--- src/design/cq_pkg.sv ---
// ---------------------------------------------------------------------------
// cq_pkg
// Shared types and constants for the ring queue with search operations.
// ---------------------------------------------------------------------------
package cq_pkg;

    localparam int DEPTH_DEF = 16;
    localparam int DATA_W    = 32;
    localparam int OP_W      = 3;
    localparam int CNT_W     = 4;

    localparam logic [CNT_W-1:0] CNT_MAX = '1;

    // Operation codes carried in a request
    localparam logic [OP_W-1:0] OP_ENQ        = 3'd0;
    localparam logic [OP_W-1:0] OP_DEQ        = 3'd1;
    localparam logic [OP_W-1:0] OP_REMOVE     = 3'd2;
    localparam logic [OP_W-1:0] OP_REMOVE_EVN = 3'd3;
    localparam logic [OP_W-1:0] OP_DOUBLE     = 3'd4;

    typedef struct packed {
        logic [OP_W-1:0]          op;
        logic signed [DATA_W-1:0] data;
    } cq_in_t;

    typedef struct packed {
        logic                     accepted;
        logic [CNT_W-1:0]         match_count;
        logic signed [DATA_W-1:0] head_value;
        logic                     is_empty;
        logic                     is_full;
    } cq_out_t;

    // Memory bank control from the sequencer to the bank logic
    typedef struct packed {
        logic rd_en;   // read both banks at the read address
        logic wr_en;   // write at the write address
        logic wr_alt;  // write goes to the inactive bank
        logic flip;    // inactive bank becomes the active one
    } cq_mem_ctl_t;

    typedef enum logic [2:0] {
        ST_IDLE,
        ST_SCAN_RD,
        ST_SCAN_WR,
        ST_HEAD_RD,
        ST_DONE
    } cq_state_t;

endpackage

--- src/design/circular_queue_with_search_ops_top.sv ---
// ---------------------------------------------------------------------------
// circular_queue_with_search_ops_top
// Ring queue of signed words with enqueue, dequeue and search operations.
// ---------------------------------------------------------------------------
// One request is processed at a time. Enqueue, dequeue and unknown
// operations go from acceptance through a head read to the result.
// Remove-first-match, remove-even and double-matches scan the live entries
// through the slot memory read port, a read step and a write step per
// entry. The slots live in two memory banks: compacting operations write
// survivors in order into the inactive bank and then swap banks. A result
// waits in an output register while the next request is already being
// worked on. Slots need no clearing after reset.
module circular_queue_with_search_ops_top #(
    parameter int DEPTH = cq_pkg::DEPTH_DEF
) (
    input  logic                      clk,
    input  logic                      rst_n,
    input  logic                      in_valid,
    output logic                      in_ready,
    input  cq_pkg::cq_in_t            in_item,
    output logic                      out_valid,
    input  logic                      out_ready,
    output cq_pkg::cq_out_t           out_item,
    input  logic                      cfg_we,
    input  logic [cq_pkg::DATA_W-1:0] cfg_wdata
);
    import cq_pkg::*;

    localparam int AW = (DEPTH > 1) ? $clog2(DEPTH) : 1;

    cq_mem_ctl_t       mem_ctl;
    logic [AW-1:0]     raddr;
    logic [AW-1:0]     waddr;
    logic [DATA_W-1:0] wdata;
    logic [DATA_W-1:0] rdata;
    logic [DATA_W-1:0] rdata0;
    logic [DATA_W-1:0] rdata1;
    logic              bank_sel_reg;
    logic              wr_bank;

    // Track the active bank
    always_ff @(posedge clk or negedge rst_n)
    begin
        if (!rst_n)
        begin
            bank_sel_reg <= 1'b0;
        end
        else if (mem_ctl.flip)
        begin
            bank_sel_reg <= !bank_sel_reg;
        end
    end

    // Route writes and select read data by bank
    assign wr_bank = bank_sel_reg ^ mem_ctl.wr_alt;
    assign rdata   = bank_sel_reg ? rdata1 : rdata0;

    cq_ctrl #(
        .DEPTH (DEPTH)
    ) u_ctrl (
        .clk       (clk),
        .rst_n     (rst_n),
        .in_valid  (in_valid),
        .in_ready  (in_ready),
        .in_item   (in_item),
        .out_valid (out_valid),
        .out_ready (out_ready),
        .out_item  (out_item),
        .cfg_we    (cfg_we),
        .cfg_wdata (cfg_wdata),
        .mem_ctl   (mem_ctl),
        .raddr     (raddr),
        .waddr     (waddr),
        .wdata     (wdata),
        .rdata     (rdata)
    );

    cq_ram #(
        .WIDTH (DATA_W),
        .DEPTH (DEPTH)
    ) u_bank0 (
        .clk   (clk),
        .we    (mem_ctl.wr_en && !wr_bank),
        .waddr (waddr),
        .wdata (wdata),
        .re    (mem_ctl.rd_en),
        .raddr (raddr),
        .rdata (rdata0)
    );

    cq_ram #(
        .WIDTH (DATA_W),
        .DEPTH (DEPTH)
    ) u_bank1 (
        .clk   (clk),
        .we    (mem_ctl.wr_en && wr_bank),
        .waddr (waddr),
        .wdata (wdata),
        .re    (mem_ctl.rd_en),
        .raddr (raddr),
        .rdata (rdata1)
    );

endmodule

--- src/design/cq_ram.sv ---
// ---------------------------------------------------------------------------
// cq_ram
// Generic single-write, single-read RAM with registered read data.
// ---------------------------------------------------------------------------
module cq_ram #(
    parameter int WIDTH = 32,
    parameter int DEPTH = 16
) (
    input  logic                                   clk,
    input  logic                                   we,
    input  logic [((DEPTH > 1) ? $clog2(DEPTH) : 1)-1:0] waddr,
    input  logic [WIDTH-1:0]                       wdata,
    input  logic                                   re,
    input  logic [((DEPTH > 1) ? $clog2(DEPTH) : 1)-1:0] raddr,
    output logic [WIDTH-1:0]                       rdata
);

    logic [WIDTH-1:0] mem [DEPTH];
    logic [WIDTH-1:0] rdata_reg;

    // Write port
    always_ff @(posedge clk)
    begin
        if (we)
        begin
            mem[waddr] <= wdata;
        end
    end

    // Registered read, held while no read is issued
    always_ff @(posedge clk)
    begin
        if (re)
        begin
            rdata_reg <= mem[raddr];
        end
    end

    assign rdata = rdata_reg;

endmodule

--- src/design/cq_ctrl.sv ---
// ---------------------------------------------------------------------------
// cq_ctrl
// Sequencer for the ring queue: head and tail pointers, slot scans for the
// search operations, and the result register.
// ---------------------------------------------------------------------------
module cq_ctrl #(
    parameter int DEPTH = cq_pkg::DEPTH_DEF
) (
    input  logic                                   clk,
    input  logic                                   rst_n,
    input  logic                                   in_valid,
    output logic                                   in_ready,
    input  cq_pkg::cq_in_t                         in_item,
    output logic                                   out_valid,
    input  logic                                   out_ready,
    output cq_pkg::cq_out_t                        out_item,
    input  logic                                   cfg_we,
    input  logic [cq_pkg::DATA_W-1:0]              cfg_wdata,
    output cq_pkg::cq_mem_ctl_t                    mem_ctl,
    output logic [((DEPTH > 1) ? $clog2(DEPTH) : 1)-1:0] raddr,
    output logic [((DEPTH > 1) ? $clog2(DEPTH) : 1)-1:0] waddr,
    output logic [cq_pkg::DATA_W-1:0]              wdata,
    input  logic [cq_pkg::DATA_W-1:0]              rdata
);
    import cq_pkg::*;

    localparam int AW = (DEPTH > 1) ? $clog2(DEPTH) : 1;
    localparam logic [AW-1:0] LAST = AW'(DEPTH - 1);

    function automatic logic [AW-1:0] nxt(input logic [AW-1:0] i);
        nxt = (i == LAST) ? '0 : i + 1'b1;
    endfunction

    cq_state_t               state_reg, state_next;
    logic [AW-1:0]           head_reg, head_next;
    logic [AW-1:0]           tail_reg, tail_next;
    logic [AW-1:0]           idx_reg, idx_next;
    logic [AW-1:0]           end_reg, end_next;
    logic [AW-1:0]           n_reg, n_next;
    logic                    found_reg, found_next;
    logic                    acc_reg, acc_next;
    logic [CNT_W-1:0]        cnt_reg, cnt_next;
    logic [OP_W-1:0]         op_reg, op_next;
    logic [DATA_W-1:0]       data_reg, data_next;
    logic [DATA_W-1:0]       marker_reg;
    logic                    out_valid_reg, out_valid_next;
    cq_out_t                 out_item_reg, out_item_next;

    logic                    q_empty;
    logic                    q_full;

    assign q_empty = (nxt(tail_reg) == head_reg);
    assign q_full  = (nxt(nxt(tail_reg)) == head_reg);

    // Hold the empty marker register
    always_ff @(posedge clk or negedge rst_n)
    begin
        if (!rst_n)
        begin
            marker_reg <= '0;
        end
        else if (cfg_we)
        begin
            marker_reg <= cfg_wdata;
        end
    end

    // Control state
    always_ff @(posedge clk or negedge rst_n)
    begin
        if (!rst_n)
        begin
            state_reg     <= ST_IDLE;
            head_reg      <= '0;
            tail_reg      <= LAST;
            out_valid_reg <= 1'b0;
        end
        else
        begin
            state_reg     <= state_next;
            head_reg      <= head_next;
            tail_reg      <= tail_next;
            out_valid_reg <= out_valid_next;
        end
    end

    // Working registers of the current request
    always_ff @(posedge clk)
    begin
        idx_reg      <= idx_next;
        end_reg      <= end_next;
        n_reg        <= n_next;
        found_reg    <= found_next;
        acc_reg      <= acc_next;
        cnt_reg      <= cnt_next;
        op_reg       <= op_next;
        data_reg     <= data_next;
        out_item_reg <= out_item_next;
    end

    // Next state, memory accesses and result
    always_comb
    begin
        state_next     = state_reg;
        head_next      = head_reg;
        tail_next      = tail_reg;
        idx_next       = idx_reg;
        end_next       = end_reg;
        n_next         = n_reg;
        found_next     = found_reg;
        acc_next       = acc_reg;
        cnt_next       = cnt_reg;
        op_next        = op_reg;
        data_next      = data_reg;
        out_valid_next = out_valid_reg && !out_ready;
        out_item_next  = out_item_reg;
        mem_ctl        = '0;
        raddr          = idx_reg;
        waddr          = n_reg;
        wdata          = rdata;
        in_ready       = 1'b0;

        case (state_reg)
            ST_IDLE:
            begin
                in_ready = 1'b1;
                if (in_valid)
                begin
                    op_next    = in_item.op;
                    data_next  = in_item.data;
                    acc_next   = 1'b0;
                    cnt_next   = '0;
                    found_next = 1'b0;
                    n_next     = '0;
                    idx_next   = head_reg;
                    end_next   = nxt(tail_reg);
                    state_next = ST_HEAD_RD;
                    case (in_item.op)
                        OP_ENQ:
                        begin
                            if (!q_full)
                            begin
                                tail_next     = nxt(tail_reg);
                                mem_ctl.wr_en = 1'b1;
                                waddr         = nxt(tail_reg);
                                wdata         = in_item.data;
                                acc_next      = 1'b1;
                            end
                        end
                        OP_DEQ:
                        begin
                            if (!q_empty)
                            begin
                                head_next = nxt(head_reg);
                                acc_next  = 1'b1;
                            end
                        end
                        OP_REMOVE, OP_REMOVE_EVN, OP_DOUBLE:
                        begin
                            state_next = ST_SCAN_RD;
                        end
                        default:
                        begin
                            state_next = ST_HEAD_RD;
                        end
                    endcase
                end
            end

            ST_SCAN_RD:
            begin
                if (idx_reg == end_reg)
                begin
                    // Scan finished: commit a compaction, if any, by swapping banks
                    if ((op_reg == OP_REMOVE_EVN) || ((op_reg == OP_REMOVE) && found_reg))
                    begin
                        mem_ctl.flip = 1'b1;
                        head_next    = '0;
                        tail_next    = (n_reg != '0) ? n_reg - 1'b1 : LAST;
                        acc_next     = (op_reg == OP_REMOVE);
                    end
                    state_next = ST_HEAD_RD;
                end
                else
                begin
                    mem_ctl.rd_en = 1'b1;
                    raddr         = idx_reg;
                    state_next    = ST_SCAN_WR;
                end
            end

            ST_SCAN_WR:
            begin
                case (op_reg)
                    OP_REMOVE:
                    begin
                        if (!found_reg && (rdata == data_reg))
                        begin
                            found_next = 1'b1;
                        end
                        else
                        begin
                            mem_ctl.wr_en  = 1'b1;
                            mem_ctl.wr_alt = 1'b1;
                            waddr          = n_reg;
                            n_next         = n_reg + 1'b1;
                        end
                    end
                    OP_REMOVE_EVN:
                    begin
                        if (rdata[0])
                        begin
                            mem_ctl.wr_en  = 1'b1;
                            mem_ctl.wr_alt = 1'b1;
                            waddr          = n_reg;
                            n_next         = n_reg + 1'b1;
                        end
                    end
                    OP_DOUBLE:
                    begin
                        if (rdata == data_reg)
                        begin
                            mem_ctl.wr_en = 1'b1;
                            waddr         = idx_reg;
                            wdata         = {rdata[DATA_W-2:0], 1'b0};
                            if (cnt_reg != CNT_MAX)
                            begin
                                cnt_next = cnt_reg + 1'b1;
                            end
                        end
                    end
                    default:
                    begin
                    end
                endcase
                idx_next   = nxt(idx_reg);
                state_next = ST_SCAN_RD;
            end

            ST_HEAD_RD:
            begin
                mem_ctl.rd_en = 1'b1;
                raddr         = head_reg;
                state_next    = ST_DONE;
            end

            ST_DONE:
            begin
                // Load the result once the output register is free
                if (!out_valid_reg || out_ready)
                begin
                    out_valid_next            = 1'b1;
                    out_item_next.accepted    = acc_reg;
                    out_item_next.match_count = cnt_reg;
                    out_item_next.head_value  = q_empty ? marker_reg : rdata;
                    out_item_next.is_empty    = q_empty;
                    out_item_next.is_full     = q_full;
                    state_next                = ST_IDLE;
                end
            end

            default:
            begin
                state_next = ST_IDLE;
            end
        endcase
    end

    assign out_valid = out_valid_reg;
    assign out_item  = out_item_reg;

endmodule
--- config.mk ---
export PLATFORM = sky130hd
export DESIGN_NAME = circular_queue_with_search_ops_top
export DESIGN_NICKNAME = d
export VERILOG_FILES = /design/src/design/cq_pkg.sv /design/src/design/circular_queue_with_search_ops_top.sv /design/src/design/cq_ram.sv /design/src/design/cq_ctrl.sv
export SDC_FILE = /design/constraint.sdc
export NUM_CORES = 2
export LEC_CHECK = 0
export CELL_PAD_IN_SITES_DETAIL_PLACEMENT = 1
export CELL_PAD_IN_SITES_GLOBAL_PLACEMENT = 1
export CORE_ASPECT_RATIO = 0.7
export CORE_UTILIZATION = 55
export CTS_BUF_LIST = sky130_fd_sc_hd__clkbuf_16
export CTS_CLUSTER_DIAMETER = 80
export CTS_CLUSTER_SIZE = 16
export DETAILED_ROUTE_END_ITERATION = 12
export DONT_BUFFER_PORTS = 1
export PLACE_DENSITY_LB_ADDON = 0.1
export SETUP_SLACK_MARGIN = 0.4
export SLEW_MARGIN = 5
export SYNTH_ARGS = -nofsm -noshare
export SYNTH_HDL_FRONTEND = slang
export SYNTH_HIERARCHICAL = 1
export SYNTH_SLANG_ARGS = --single-unit
--- constraint.sdc ---
create_clock -name clk -period 17.55 [get_ports clk]
set_clock_uncertainty 0.05 [all_clocks]
set_input_delay 0 -clock clk [delete_from_list [all_inputs] [get_ports clk]]
set_output_delay 0 -clock clk [all_outputs]
set_load 0.02 [all_outputs]
* Word level (Yosys, flattened, before mapping)
Memories as Yosys holds them, arrays and structs flattened. A register that Yosys moved wholly into a read port is not among the register bits.
Index checks and enable logic that the tools add are counted.
** Cells by class
- Add/subtract/negate cells :: 7
- Multiply operators :: 0
- Div/mod/pow operators :: 0
- Order comparisons :: 0
- Equality and inequality tests :: 36
- Shift operators :: 0
- Multiplexer cells :: 80
- Bitwise gates (word level) :: 1
- Reduce and logical (&&, ||, !) cells :: 28
** Operators by type and width (count)
- $mux 32 :: 7
- $mux 4 :: 28
- $pmux 32 s2 :: 1
- $pmux 4 s2 :: 7
- $eq 32x32->1 :: 1
- $add 4x1->4 const B :: 6
- $mux 1 :: 24
- $eq 3x2->1 const B :: 6
- $eq 4x4->1 const B :: 4
- $pmux 3 s5 :: 1
- $ne 2x1->1 const B :: 7
- $eq 4x4->1 :: 3
- $ne 2x2->1 const B :: 6
- $pmux 1 s2 :: 6
- $reduce_and 6->1 :: 2
- $reduce_and 5->1 :: 2
- $eq 3x3->1 const B :: 3
- $reduce_and 2->1 :: 4
- $reduce_and 4->1 :: 2
- $eq 3x1->1 const B :: 2
- $logic_not 3->1 :: 2
- $mux 2 :: 3
- $mux 3 :: 2
- $logic_and 1x1->1 :: 5
- other kinds (12) :: 18
** Storage, ports and cells
- Register bits after elaboration :: 137
- Latch bits :: 0
- Memory bits (writable) :: 1024
- ROM bits :: 0
- Input bits :: 72
- Output and inout port bits :: 41
- Word-level logic and storage cells :: 173
- Memories kept :: 2
** Memory list
- u_bank0.mem :: words 16, width 32, read ports 1, clocked after Yosys merged registers in 1, write ports 1, line cq_ram.sv:18 : logic [WIDTH-1:0] mem [DEPTH];
- u_bank1.mem :: words 16, width 32, read ports 1, clocked after Yosys merged registers in 1, write ports 1, line cq_ram.sv:18

* Logic depth before layout (Yosys ltp)
- Word-level depth :: 12
- Gate-level depth with buffers :: 13
- Gate-level depth less buffers :: 11

* Hierarchy
Netlist, hierarchy kept.
** Modules (own cells, without submodules)
- cq_ram (u_bank0) :: times used 1, cells each 838, area an instance 20174.3 sq um, sequential area each 16335.7 sq um
- cq_ram (u_bank1) :: times used 1, cells each 838, area an instance 20155.6 sq um, sequential area each 16335.7 sq um
- cq_ctrl :: times used 1, cells each 649, area an instance 7591.0 sq um, sequential area each 3868.7 sq um
- circular_queue_with_search_ops_top :: times used 1, cells each 41, area an instance 595.6 sq um, sequential area each 25.0 sq um

* Worst setup path after synthesis
Ideal clock, no wire load.
- Path kind :: reg2reg
- From :: register u_ctrl.idx_reg[2]
- To :: register u_bank0.rdata_reg[0] (netlist: u_bank0/rdata[0]) (read register of u_bank0.mem) (enable)
- Library setup time :: 0.578 ns
- Arrival :: 5.518 ns
- Data required time :: 16.922 ns
- Path slack :: 11.404 ns
- Stages on the path, launching flop included :: 6
- Buffers on the path :: 1
- Period minus slack after synthesis :: 6.146 ns
- Cell sequence :: edfxtp_1 -> clkbuf_1 -> xnor2_1 -> nand4_1 -> nor2_1 -> nor3b_1
** RTL lines
- start: declaration :: line cq_ctrl.sv:37 : logic [AW-1:0] idx_reg, idx_next;
- start signal: assignment :: line cq_ctrl.sv:90 : idx_reg <= idx_next;
- end: declaration :: line cq_ram.sv:19 : logic [WIDTH-1:0] rdata_reg;

* Final worst setup path
- From :: register bank_sel_reg
- To :: memory u_bank0.mem[14][22] (enable)
** Between the ends
- Elaborated cells between the ends (all ways) :: 18
- Those cells by class :: eq/ne (1); mux (13); bitwise (1); reduce/logical (3)
** RTL lines
- start: declaration :: line circular_queue_with_search_ops_top.sv:38 : logic bank_sel_reg;
- start signal: assignment :: line circular_queue_with_search_ops_top.sv:50 : bank_sel_reg <= !bank_sel_reg;
- $mux 32 :: line circular_queue_with_search_ops_top.sv:56 : assign rdata = bank_sel_reg ? rdata1 : rdata0;
- named net rdata[0] :: line circular_queue_with_search_ops_top.sv:35 : logic [DATA_W-1:0] rdata;
- $eq 32x32->1 :: line cq_ctrl.sv:221 : if (rdata == data_reg)
- $mux 4 :: line cq_ctrl.sv:221
- $mux 4
- $pmux 4 s2 :: line cq_ctrl.sv:123 : case (state_reg)
- named net waddr[2] :: line circular_queue_with_search_ops_top.sv:33 : logic [AW-1:0] waddr;
- end: declaration :: line cq_ram.sv:18
The timed path passes the listed nets, and every way through them passes these cells.

==> reports/results.txt <==
Gr usage total: 28.9%
IO Port Bufs: 0
Largest family of logic cells by synthesized area: multiplexers
Final slew viol count: 0
Setup violations, final: 0
FP Rows: 90
DIE AREA: 89400 sq um
TritonCTS buffer count: 86
Clock transition at path regs: 90 ps
Warnings, synthesis: 6
Slew margin rel.: 14.2%
Critical Path Source Type: flop
Number of synthesized register bits: 1225
Total gr overflow: 0
FILL cells: 7069
FMAX: 153 MHz
Worst path slowest cell: nor2_4
CP delay by family, top: simple AND/OR/NAND/NOR gates
1st-iter DRT viols: 2884
Wirelength per Cell: 34.3 um
CP cell instances: buf_4 -> mux2_2 -> xnor2_1 -> nand4_1 -> nor4_1 -> nand4_1 -> buf_4 -> mux2_2 -> nor3b_1 -> nand3_1 -> nor2_4
Simple-gate share of the synthesized area: 2.60%
Commonest non-fill, non-tap cell in the layout: edfxtp_1
Cell area after synthesis: 48500 sq um
Top-Level Pins: 113
Root Buffer: clkbuf_16
Max incr delay on CP: 1060 ps
Hold crit path type: input port to flop
Post-place setup slack: 11300 ps
Final worst-path cycle share: 37.4%
Die W: 357 um
CORE AREA: 86700 sq um
Dpl hpwl: 73.7 mm
Clk buf depth: 3
Power, Total: 0.0104 W
Mapped Avg Cell Area: 20.5 sq um
Async SR Flop Fraction: 3.67%
Skew-Pair Late Insertion Delay: 670 ps
CP max FO: 34
Worst-Margin Slew: 1290 ps
Dominant synthesized flop cell: edfxtp_1
Leak: 17.6 nW
Final estimated routing congestion in global placement: 0.871
MaxCap Viol Count: 0
Hold Worst Slack: 49.1 ps
Initial Utilization: 56.0%
Synth Area in Compound Gates: 3.85%
Initial antenna violation count: 1
EDFF count, synth: 1180
1st-pass router iterations: 6
Seq/Total Area, Yosys: 75.4%
Tmin final: 6560 ps
Syn Nets: 2446
CP endpoint kind: flop
Global-route wire length before repair: 183 mm
Chip height: 250 um
Most frequent cells in the layout: edfxtp_1 (1180), mux4_2 (256), dlygate4sd3_1 (136)
RSZ-0062 raised after global routing: false
Count of final hold-check violations: 0
CTS Sinks: 1225
Status: completed
Layout Nets: 2602
Critical path buffers and inverters: 2
Crit Path Category: flop to flop
Vias in the first global route: 25400
Synth Area in XOR/XNOR: 0.913%
Max IR drop VDD: 111 uV
Area growth syn-to-layout: 11.9%
Largest net degree at the start of global routing: 137
CTS HTree Levels: 3
Cts repair resizes: 0
Cells after Synth: 2366
Data arrival, critical path: 6780 ps
Via count: 24600
Layout cells sized above 1: 22.9%
Residual DRC count: 0
Non-Filler Instances: 3711
Mean number of vias per cell: 6.62
Cell variety after synth: 63
Critical Path RT: 17770 ps
Post-route worst setup slack: 10990 ps
Setup tns final: 0 ps
Synth Area in Adders: 0.206%
Routed Antenna Nets: 0
Power Density: 191 nW/um^2
Total wire length: 127 mm
DP Cell Count: 3445
Clock tree from TritonCTS: yes
Multiplexer area fraction after synthesis: 15.2%
==> tightest hold or removal path, delay by kind of cell <==
family	cells	cell delay, ps
compound gates	1	100
buf+inv	1	240
simple gates	2	200
==> worst paths after layout <==
check / startpoint / end / slack, ps / cells after the start
max: bank_sel_reg$_DFFE_PN0P_ / u_bank0/mem[14][22]$_DFFE_PP_ / 10990 / 11
min: in_item[0] / u_bank0/mem[10][0]$_DFFE_PP_ / 50 / 4
max reg2reg: bank_sel_reg$_DFFE_PN0P_ / u_bank0/mem[14][22]$_DFFE_PP_ / 10990 / 11
min reg2reg: u_ctrl/acc_reg$_DFFE_PP_ / u_ctrl/out_item[38]$_DFFE_PP_ / 420 / 0
max in group asynchronous: rst_n / u_ctrl/marker_reg[19]$_DFFE_PN0P_ / 16740 / 4
min in group asynchronous: rst_n / u_ctrl/tail_reg[3]$_DFFE_PN1P_ / 470 / 3
==> power by group <==
part	total (W)	internal (W)	switching, W
logic	0.00415	0.00138	0.00277
registers	0.00435	0.00422	0.000137
clock network	0.00186	0.000901	0.000963
==> layer usage <==
metal | GRT usage, % | wire (um)
met1 | 43.0 | 53800
met4 | 7.28 | 3160
met5 | 0 | 0
met3 | 4.89 | 9730
met2 | 45.1 | 60500
==> repair_timing <==
item                      in CTS  in global routing
hold endpoints to repair     551                  0
hold buffers                 139                  0
setup buffers                  0                  0
==> kinds of logic after synthesis <==
logic type                 Yosys count
buffers and inverters              182
AOI/OAI and AO/OA                  246
adders and majority gates            8
DFF                               1225
xor gates and xnor gates            49
and+or+nand+nor                    261
muxes                              395
==> area by class of cell <==
| class | instances | area, sq um | share of cell area (%) |
|---|---|---|---|
| clock inverters | 38 | 175 | 0.323 |
| well taps | 1150 | 1440 | 2.65 |
| diodes | 1 | 2.50 | 0.00461 |
| flip-flops and latches | 1225 | 36600 | 67.4 |
| repair buffers | 199 | 1900 | 3.50 |
| multi-input cells | 959 | 11800 | 21.7 |
| clock buffers | 88 | 2200 | 4.06 |
| inverters | 51 | 191 | 0.353 |
==> metrics by stage <==
stage	area, sq um	utilization, %
2_1_floorplan	48500	-
3_3_place_gp	50500	58.2
3_5_place_dp	50500	58.2
4_1_cts	54300	62.6
5_1_grt	54300	62.6
6_report	54300	62.6
==> synth_stat cells (all sizes together), types with 2 or more instances <==
master	instances	share of area, %
and2	35	0.45
nand3	10	0.10
o21ai	17	0.18
nor3b	4	0.062
o311ai	2	0.036
nor2	54	0.42
ha	8	0.21
or2	5	0.064
o31ai	4	0.090
mux2	105	2.7
o22ai	2	0.026
nor3	14	0.14
or3b	3	0.054
a22oi	128	2.0
a21o	3	0.046
mux2i	34	0.70
nand2	92	0.71
a311oi	3	0.067
mux4	256	12
nand3b	5	0.077
o221ai	33	0.60
and3	8	0.10
xnor2	41	0.74
nand2b	6	0.077
clkbuf	59	0.46
o211ai	34	0.53
a21oi	13	0.17
edfxtp	1180	73
nor4	2	0.026
buf	72	0.97
nand4	10	0.13
dfstp	4	0.22
xor2	7	0.13
dfrtp	41	2.1
inv	50	0.39
nor2b	7	0.090
or3	4	0.052
(Power assumes the default switching activity.)
